===== src/rtl/psa_pkg.sv =====
// Shared types, widths and constants for the pixel saturation adjust pipeline.
package psa_pkg;

  // Field and datapath widths.
  localparam int CHAN_W = 8;
  localparam int GAIN_W = 12;
  localparam int SQ_W   = 2 * CHAN_W;
  localparam int SUM_W  = 26;
  localparam int RAD_W  = SUM_W - 2;
  localparam int ROOT_W = RAD_W / 2;
  localparam int REM_W  = ROOT_W + 1;
  localparam int DIFF_W = ROOT_W + 1;
  localparam int PROD_W = 2 * DIFF_W;
  localparam int ACC_W  = PROD_W + 1;
  localparam int FRAC_W = 12;

  // Luma weights in Q0.10; they sum to 1024.
  localparam logic [9:0] WEIGHT_RED   = 10'd306;
  localparam logic [9:0] WEIGHT_GREEN = 10'd601;
  localparam logic [9:0] WEIGHT_BLUE  = 10'd117;

  // Gain of 1.0 in Q4.8.
  localparam logic [GAIN_W-1:0] GAIN_UNITY = 12'd256;

  // Input pixel.
  typedef struct packed {
    logic [CHAN_W-1:0] red_in;
    logic [CHAN_W-1:0] green_in;
    logic [CHAN_W-1:0] blue_in;
  } pix_t;

  // Adjusted pixel.
  typedef struct packed {
    logic [CHAN_W-1:0] red_out;
    logic [CHAN_W-1:0] green_out;
    logic [CHAN_W-1:0] blue_out;
    logic              clipped;
  } res_t;

  // Token handed from one square root cell to the next.
  typedef struct packed {
    logic              valid;
    logic [REM_W-1:0]  rem;
    logic [ROOT_W-1:0] root;
    logic [RAD_W-1:0]  rad;
    pix_t              pix;
  } sqrt_cell_t;

endpackage


===== src/rtl/psa_lum.sv =====
// Squares and weighted sum that form the radicand of the brightness root.
module psa_lum (
  input  logic               clk,
  input  logic               rst,
  input  logic               adv,
  input  logic               in_valid,
  input  psa_pkg::pix_t      in_pix,
  output psa_pkg::sqrt_cell_t seed
);
  import psa_pkg::*;

  logic            sq_valid;
  pix_t            sq_pix;
  logic [SQ_W-1:0] sq_r;
  logic [SQ_W-1:0] sq_g;
  logic [SQ_W-1:0] sq_b;
  logic [SUM_W-1:0] sum_next;

  // Valid bit of the square stage.
  always_ff @(posedge clk) begin
    if (rst) begin
      sq_valid <= 1'b0;
    end else if (adv) begin
      sq_valid <= in_valid;
    end
  end

  // Stage one: channel squares.
  always_ff @(posedge clk) begin
    if (adv) begin
      sq_pix <= in_pix;
      sq_r   <= SQ_W'(in_pix.red_in) * SQ_W'(in_pix.red_in);
      sq_g   <= SQ_W'(in_pix.green_in) * SQ_W'(in_pix.green_in);
      sq_b   <= SQ_W'(in_pix.blue_in) * SQ_W'(in_pix.blue_in);
    end
  end

  // Weighted sum of squares by constant coefficients.
  always_comb begin
    sum_next = SUM_W'(WEIGHT_RED) * SUM_W'(sq_r)
             + SUM_W'(WEIGHT_GREEN) * SUM_W'(sq_g)
             + SUM_W'(WEIGHT_BLUE) * SUM_W'(sq_b);
  end

  // Stage two: quarter of the sum seeds the root chain with an empty root.
  always_ff @(posedge clk) begin
    if (rst) begin
      seed.valid <= 1'b0;
    end else if (adv) begin
      seed.valid <= sq_valid;
    end
    if (adv) begin
      seed.rem  <= '0;
      seed.root <= '0;
      seed.rad  <= sum_next[SUM_W-1:2];
      seed.pix  <= sq_pix;
    end
  end

endmodule


===== src/rtl/psa_sqrt_cell.sv =====
// One cell of the square root chain: settles one root bit per stage.
module psa_sqrt_cell (
  input  logic                clk,
  input  logic                rst,
  input  logic                adv,
  input  psa_pkg::sqrt_cell_t prev,
  output psa_pkg::sqrt_cell_t next
);
  import psa_pkg::*;

  logic [REM_W+1:0] rem_sh;
  logic [REM_W+1:0] trial;
  logic             take;
  logic [REM_W-1:0] rem_next;
  logic [ROOT_W-1:0] root_next;

  // Bring down the next two radicand bits and try the odd subtrahend.
  always_comb begin
    rem_sh = {prev.rem, prev.rad[RAD_W-1 -: 2]};
    trial  = {1'b0, prev.root, 2'b01};
    take   = (rem_sh >= trial);
    if (take) begin
      rem_next  = REM_W'(rem_sh - trial);
      root_next = {prev.root[ROOT_W-2:0], 1'b1};
    end else begin
      rem_next  = rem_sh[REM_W-1:0];
      root_next = {prev.root[ROOT_W-2:0], 1'b0};
    end
  end

  // Valid bit, partial root, remainder and pixel move on to the neighbor.
  always_ff @(posedge clk) begin
    if (rst) begin
      next.valid <= 1'b0;
    end else if (adv) begin
      next.valid <= prev.valid;
    end
    if (adv) begin
      next.rem  <= rem_next;
      next.root <= root_next;
      next.rad  <= {prev.rad[RAD_W-3:0], 2'b00};
      next.pix  <= prev.pix;
    end
  end

  // The remainder never exceeds twice the partial root.
  a_rem_bound: assert property (@(posedge clk) disable iff (rst)
    next.valid |-> ({1'b0, next.rem} <= {1'b0, next.root, 1'b0}))
    else $error("square root remainder out of bound");

endmodule


===== src/rtl/psa_adjust.sv =====
// Saturation blend around the brightness, with rounding and clamping.
module psa_adjust (
  input  logic                      clk,
  input  logic                      rst,
  input  logic                      adv,
  input  logic [psa_pkg::GAIN_W-1:0] gain,
  input  psa_pkg::sqrt_cell_t       tok,
  output logic                      out_valid,
  output psa_pkg::res_t             out_res
);
  import psa_pkg::*;

  logic                     prod_valid;
  logic [ROOT_W-1:0]        prod_root;
  logic signed [PROD_W-1:0] prod [3];
  logic [CHAN_W-1:0]        chan [3];
  logic signed [DIFF_W-1:0] diff [3];
  logic signed [ACC_W-1:0]  acc [3];
  logic [CHAN_W-1:0]        val_next [3];
  logic [2:0]               clip_next;

  // Signed distance of each channel from the brightness, Q8.4.
  always_comb begin
    chan[0] = tok.pix.red_in;
    chan[1] = tok.pix.green_in;
    chan[2] = tok.pix.blue_in;
    for (int i = 0; i < 3; i++) begin
      diff[i] = $signed({1'b0, chan[i], 4'b0000}) - $signed({1'b0, tok.root});
    end
  end

  // Valid bits of the multiply and output stages.
  always_ff @(posedge clk) begin
    if (rst) begin
      prod_valid <= 1'b0;
      out_valid  <= 1'b0;
    end else if (adv) begin
      prod_valid <= tok.valid;
      out_valid  <= prod_valid;
    end
  end

  // Multiply stage: distance times gain.
  always_ff @(posedge clk) begin
    if (adv) begin
      prod_root <= tok.root;
      for (int i = 0; i < 3; i++) begin
        prod[i] <= diff[i] * $signed({1'b0, gain});
      end
    end
  end

  // Add the brightness back, round half up, then clamp to the channel range.
  always_comb begin
    for (int i = 0; i < 3; i++) begin
      acc[i] = $signed({{(ACC_W-ROOT_W-8){1'b0}}, prod_root, 8'h00})
             + ACC_W'(prod[i])
             + $signed(ACC_W'(1 << (FRAC_W - 1)));
      if (acc[i][ACC_W-1]) begin
        val_next[i]  = '0;
        clip_next[i] = 1'b1;
      end else if (acc[i][ACC_W-2:FRAC_W+CHAN_W] != '0) begin
        val_next[i]  = '1;
        clip_next[i] = 1'b1;
      end else begin
        val_next[i]  = acc[i][FRAC_W +: CHAN_W];
        clip_next[i] = 1'b0;
      end
    end
  end

  // Output register.
  always_ff @(posedge clk) begin
    if (adv) begin
      out_res.red_out   <= val_next[0];
      out_res.green_out <= val_next[1];
      out_res.blue_out  <= val_next[2];
      out_res.clipped   <= |clip_next;
    end
  end

  // Unity gain reproduces the input, so nothing can clip.
  a_unity_no_clip: assert property (@(posedge clk) disable iff (rst)
    (out_valid && gain == GAIN_UNITY) |-> !out_res.clipped)
    else $error("clip reported at unity gain");

  // Zero gain gives grey: all three channels equal.
  a_zero_grey: assert property (@(posedge clk) disable iff (rst)
    (out_valid && gain == '0) |->
      (out_res.red_out == out_res.green_out && out_res.green_out == out_res.blue_out))
    else $error("zero gain result is not grey");

endmodule


===== src/rtl/pixel_saturation_adjust_core.sv =====
// Top level of the pixel saturation adjust pipeline.
//
// Usage: RGB pixels enter on the pix channel (pix_valid/pix_ready/pix) and
// adjusted pixels leave on the res channel (res_valid/res_ready/res). Each
// transfer moves one pixel. The brightness is the square root of the
// weighted channel squares; each channel is pushed away from or toward it
// by the Q4.8 gain written on cfg_wr_en/cfg_wr_data, then rounded and
// clamped to 0..255 with res.clipped set when any channel was clamped.
// From an input transfer, a pixel passes through the square stage, the
// weighted sum stage, the chain of square root cells (one root bit per
// cell), the multiply stage and the output register. Throughput is one
// pixel per clock while the receiver keeps taking results; the root chain
// is the deepest part of the pipeline. When the receiver stalls, the whole
// pipeline holds and pix_ready drops, so the held result stays on res.
// Reset clears all valid bits and sets the gain to 1.0 (256). Write the
// gain only while no pixel is in flight.
module pixel_saturation_adjust_core (
  input  logic                      clk,
  input  logic                      rst,
  input  logic                      pix_valid,
  output logic                      pix_ready,
  input  psa_pkg::pix_t             pix,
  output logic                      res_valid,
  input  logic                      res_ready,
  output psa_pkg::res_t             res,
  input  logic                      cfg_wr_en,
  input  logic [psa_pkg::GAIN_W-1:0] cfg_wr_data
);
  import psa_pkg::*;

  logic              adv;
  logic [GAIN_W-1:0] gain;
  sqrt_cell_t        link [ROOT_W+1];

  // The pipeline moves whenever the output slot is empty or being taken.
  assign adv       = !res_valid || res_ready;
  assign pix_ready = adv;

  // Gain register.
  always_ff @(posedge clk) begin
    if (rst) begin
      gain <= GAIN_UNITY;
    end else if (cfg_wr_en) begin
      gain <= cfg_wr_data;
    end
  end

  // Squares and weighted sum.
  psa_lum u_lum (
    .clk      (clk),
    .rst      (rst),
    .adv      (adv),
    .in_valid (pix_valid),
    .in_pix   (pix),
    .seed     (link[0])
  );

  // Chain of root cells, one result bit each.
  for (genvar k = 0; k < ROOT_W; k++) begin : g_cell
    psa_sqrt_cell u_cell (
      .clk  (clk),
      .rst  (rst),
      .adv  (adv),
      .prev (link[k]),
      .next (link[k+1])
    );
  end

  // Blend, round and clamp.
  psa_adjust u_adjust (
    .clk       (clk),
    .rst       (rst),
    .adv       (adv),
    .gain      (gain),
    .tok       (link[ROOT_W]),
    .out_valid (res_valid),
    .out_res   (res)
  );

  // No result is offered in the cycle after reset.
  a_reset_empty: assert property (@(posedge clk)
    $past(rst) |-> !res_valid)
    else $error("result valid right after reset");

endmodule

===== config.mk =====
export PLATFORM = sky130hd
export DESIGN_NAME = pixel_saturation_adjust_core
export DESIGN_NICKNAME = d
export VERILOG_FILES = /design/src/rtl/psa_pkg.sv /design/src/rtl/psa_lum.sv /design/src/rtl/psa_sqrt_cell.sv /design/src/rtl/psa_adjust.sv /design/src/rtl/pixel_saturation_adjust_core.sv
export SDC_FILE = /design/constraint.sdc
export NUM_CORES = 2
export LEC_CHECK = 0
export ABC_AREA = 1
export ABC_CLOCK_PERIOD_IN_PS = 48100
export BUFFER_PORTS_ARGS = -buffer_cell sky130_fd_sc_hd__buf_2
export CAP_MARGIN = 20
export CORE_MARGIN = 8
export CORE_UTILIZATION = 40
export CTS_CLUSTER_DIAMETER = 200
export CTS_CLUSTER_SIZE = 20
export DETAILED_ROUTE_END_ITERATION = 12
export GPL_TIMING_DRIVEN = 0
export HOLD_SLACK_MARGIN = 0.12
export SYNTH_ARGS = -nofsm -noshare
export SYNTH_HDL_FRONTEND = slang
export SYNTH_SLANG_ARGS = --single-unit

===== constraint.sdc =====
create_clock -name clk -period 48.1 [get_ports clk]
set_input_delay 7.215 -clock clk [delete_from_list [all_inputs] [get_ports clk]]
set_output_delay 7.215 -clock clk [all_outputs]
set_load 0.005 [all_outputs]

==> impl_metrics.csv <==
group,metric,value,unit
cells_and_area,area_growth_syn_to_layout,7.241,%
timing,clock.fmax,56.85,MHz
cts,clk_pin_slew_worst_paths,0.10,ns
timing,worst_pin_slew,1.212,ns
floorplanning,ios,68,
cts,postCtsSetupBuffers,0,
synthesis,yosys_most_used_dff,"edfxtp_1",
routing,avgRoutedWirePerCell,15.99,um
routing,wl_met3,5.604,mm
routing,drt_pass1_iterations,6,
grt,antenna_found_initial,2,
timing,rsz0062_at_grt,"no",
routing,routed_via_density,4.803,
setup_path,crit_type,"in2out",
setup_path,required,40.88,ns
floorplanning,core-area,0.1644,mm2
synthesis,ys_types,62,
setup_path,crit_path_end_kind,"output port",
cts,htree_levels,2,
routing,highest_layer,"met5",
cells_and_area,multi_input_area,0.03468,mm2
cells_and_area,antenna_cells_inserted,0,
timing,skew,0.04097,ns
floorplanning,dieWidth,422.3,um
grt,gr-usage-all-layers,0.1596,
run,drv_cap,0,
cts,cts_resized,0,
synthesis,synth_area,0.06602,mm2
cells_and_area,num-fill-cells,15846,
timing,setup_slack,30.51,ns
floorplanning,initial_core_util,0.4015,
setup_path,cp.arrival,10.38,ns
cells_and_area,final_cell_count_no_fill,8826,
timing,min_period,17.59,ns
cells_and_area,post-route-util,0.4306,
setup_path,crit_fanout,68,
routing,wl_met1,59.33,mm
synthesis,yosys-top-cells-area,"edfxtp_1, fa_1, ha_1, inv_1, nand2_1",
routing,first_iter_violations,2596,
placed_design,gp_congestion,0.9457,
synthesis,synth-edff-count,829,
worst_hold_path,hold_path_class,"reg2reg",
timing,finalSetupViolations,0,
grt,gr-total-overflow,0,
cts,root_buffer,"clkbuf_16",
timing,finalHoldViolations,0,
cells_and_area,drive_gt1_frac,0.04595,
cts,clk_latency,0.68,ns
timing,drv_slew,0,
cells_and_area,layout_common_cells,"inv_1, nand2_1, edfxtp_1",
synthesis,ys.warnings.count,0,
timing,fin_crit_sh,0.3657,
routing,drc,0,
outcome,status,"complete, no violations",
synthesis,yosys.area.top_type,"edfxtp_1",
floorplanning,die-area,0.1783,mm2
cts,postCtsHoldBufs,0,
grt,grt_pass1_wl,231.7,mm
grt,grt_max_degree,75,
floorplanning,die_h,422.3,um
grt,grt_pass1_vias,44432,
synthesis,ys_ff_latch,857,
placed_design,hpwl,115.0,mm
cells_and_area,nets,7931,
floorplanning,rows,149,
synthesis,syn_inst,6489,
placed_design,portBuffers,67,
synthesis,synth.top_cell.area_share,0.3770,
routing,antenna_left,0,
placed_design,place_inst,8764,
synthesis,synthArstFlopShare,0,
cts,cts_buffers,49,
routing,postRouteWirelength,141.2,mm
routing,wl_met2,71.08,mm
routing,vias,42388,
timing,worst_slew_margin_rel,0.1917,
synthesis,yosysSeqAreaShare,0.3855,
placed_design,post-place-ws,30.43,ns
cells_and_area,final_common_cell,"inv_1",
cts,cts.sinks,857,
setup_path,cp-start-kind,"input pin",
cts,cts_buffer_depth,3,
synthesis,syn_area_per_cell,10.17,um2
cts,cts_tree,"done",
cells_and_area,seqCellArea,0.02545,mm2
cell families (layout without fill, tap and decap cells):
logic type | Yosys count | count (layout) | share of synthesized area
simple gates | 1973 | 1973 | 0.1272
buf+inv | 1565 | 1706 | 0.08966
fa+ha+maj | 1264 | 1264 | 0.3139
flops | 857 | 857 | 0.3855
compound gates | 566 | 566 | 0.04834
xor+xnor | 262 | 262 | 0.03510
other cells | 1 | 8 | 0.00005680
mux | 1 | 1 | 0.0001705
final timing paths:
kind	from	endpoint	slack, ns	cells past startpoint
max	res_ready	pix_ready	30.51	10
min	g_cell[10].u_cell.next[16]$_DFFE_PP_	g_cell[11].u_cell.next[16]$_DFFE_PP_	0.38	0
max reg2reg	u_lum.sq_r[6]$_DFFE_PP_	u_lum.seed[46]$_DFFE_PP_	40.47	29
min reg2reg	g_cell[10].u_cell.next[16]$_DFFE_PP_	g_cell[11].u_cell.next[16]$_DFFE_PP_	0.38	0
cell usage after synthesis, drive strengths merged (35+ instances only):
master	instances
ha	610
inv	1481
xor2	168
or2	35
nor2	486
edfxtp	829
nand2	1131
nor3	46
clkbuf	64
nand3	191
xnor2	94
a21oi	234
o21ai	217
nand4	54
fa	654
layer usage:
layer | GRT usage | vias to the layer above
li1 | - | 20762
met1 | 0.1973 | 20613
met2 | 0.2908 | 774
met3 | 0.01760 | 237
met4 | 0.05191 | 2
met5 | 0 | -
flip-flops by register name (all words and copies together) (netlist names), 15 cells and up:
name	flops
u_lum.sq_g	15
u_lum.sq_r	15
u_adjust.out_res	25
u_lum.seed	49
u_lum.sq_pix	21
g_cell.u_cell.next	636
u_lum.sq_b	15
u_adjust.prod	54
metrics by stage:
stage	instance area (um2)	setup TNS (ns)	hold WS, ns
after global placement	69120	-1.054	0.4002
final	70800	0	0.3791
after global routing	70800	0	0.3979
after detailed placement	69460	0	0.4045
after floorplan	66050	0	0.4003
after CTS	70800	0	0.3871
worst max-delay path, cell delays in order:
cell and delay, ns:
buf_2 0.08, nor2_1 0.10, inv_1 0.19, clkbuf_4 0.73, buf_16 0.37, buf_16 0.31
buf_16 0.32, buf_16 0.33, buf_16 0.33, buf_2 0.18
area by class of cell:
class	instances	area share
Clock inverter	6	0.001184
Sequential cell	857	0.3595
Timing Repair Buffer	79	0.009401
Buffer	81	0.004983
Inverter	1484	0.07867
Multi-Input combinational cell	4074	0.4897
Tap cell	2189	0.03868
Clock buffer	56	0.01783
Power is left out: the tool's default activity adds up to more than one toggle a clock period on the data nets, which glitch-free logic cannot reach.
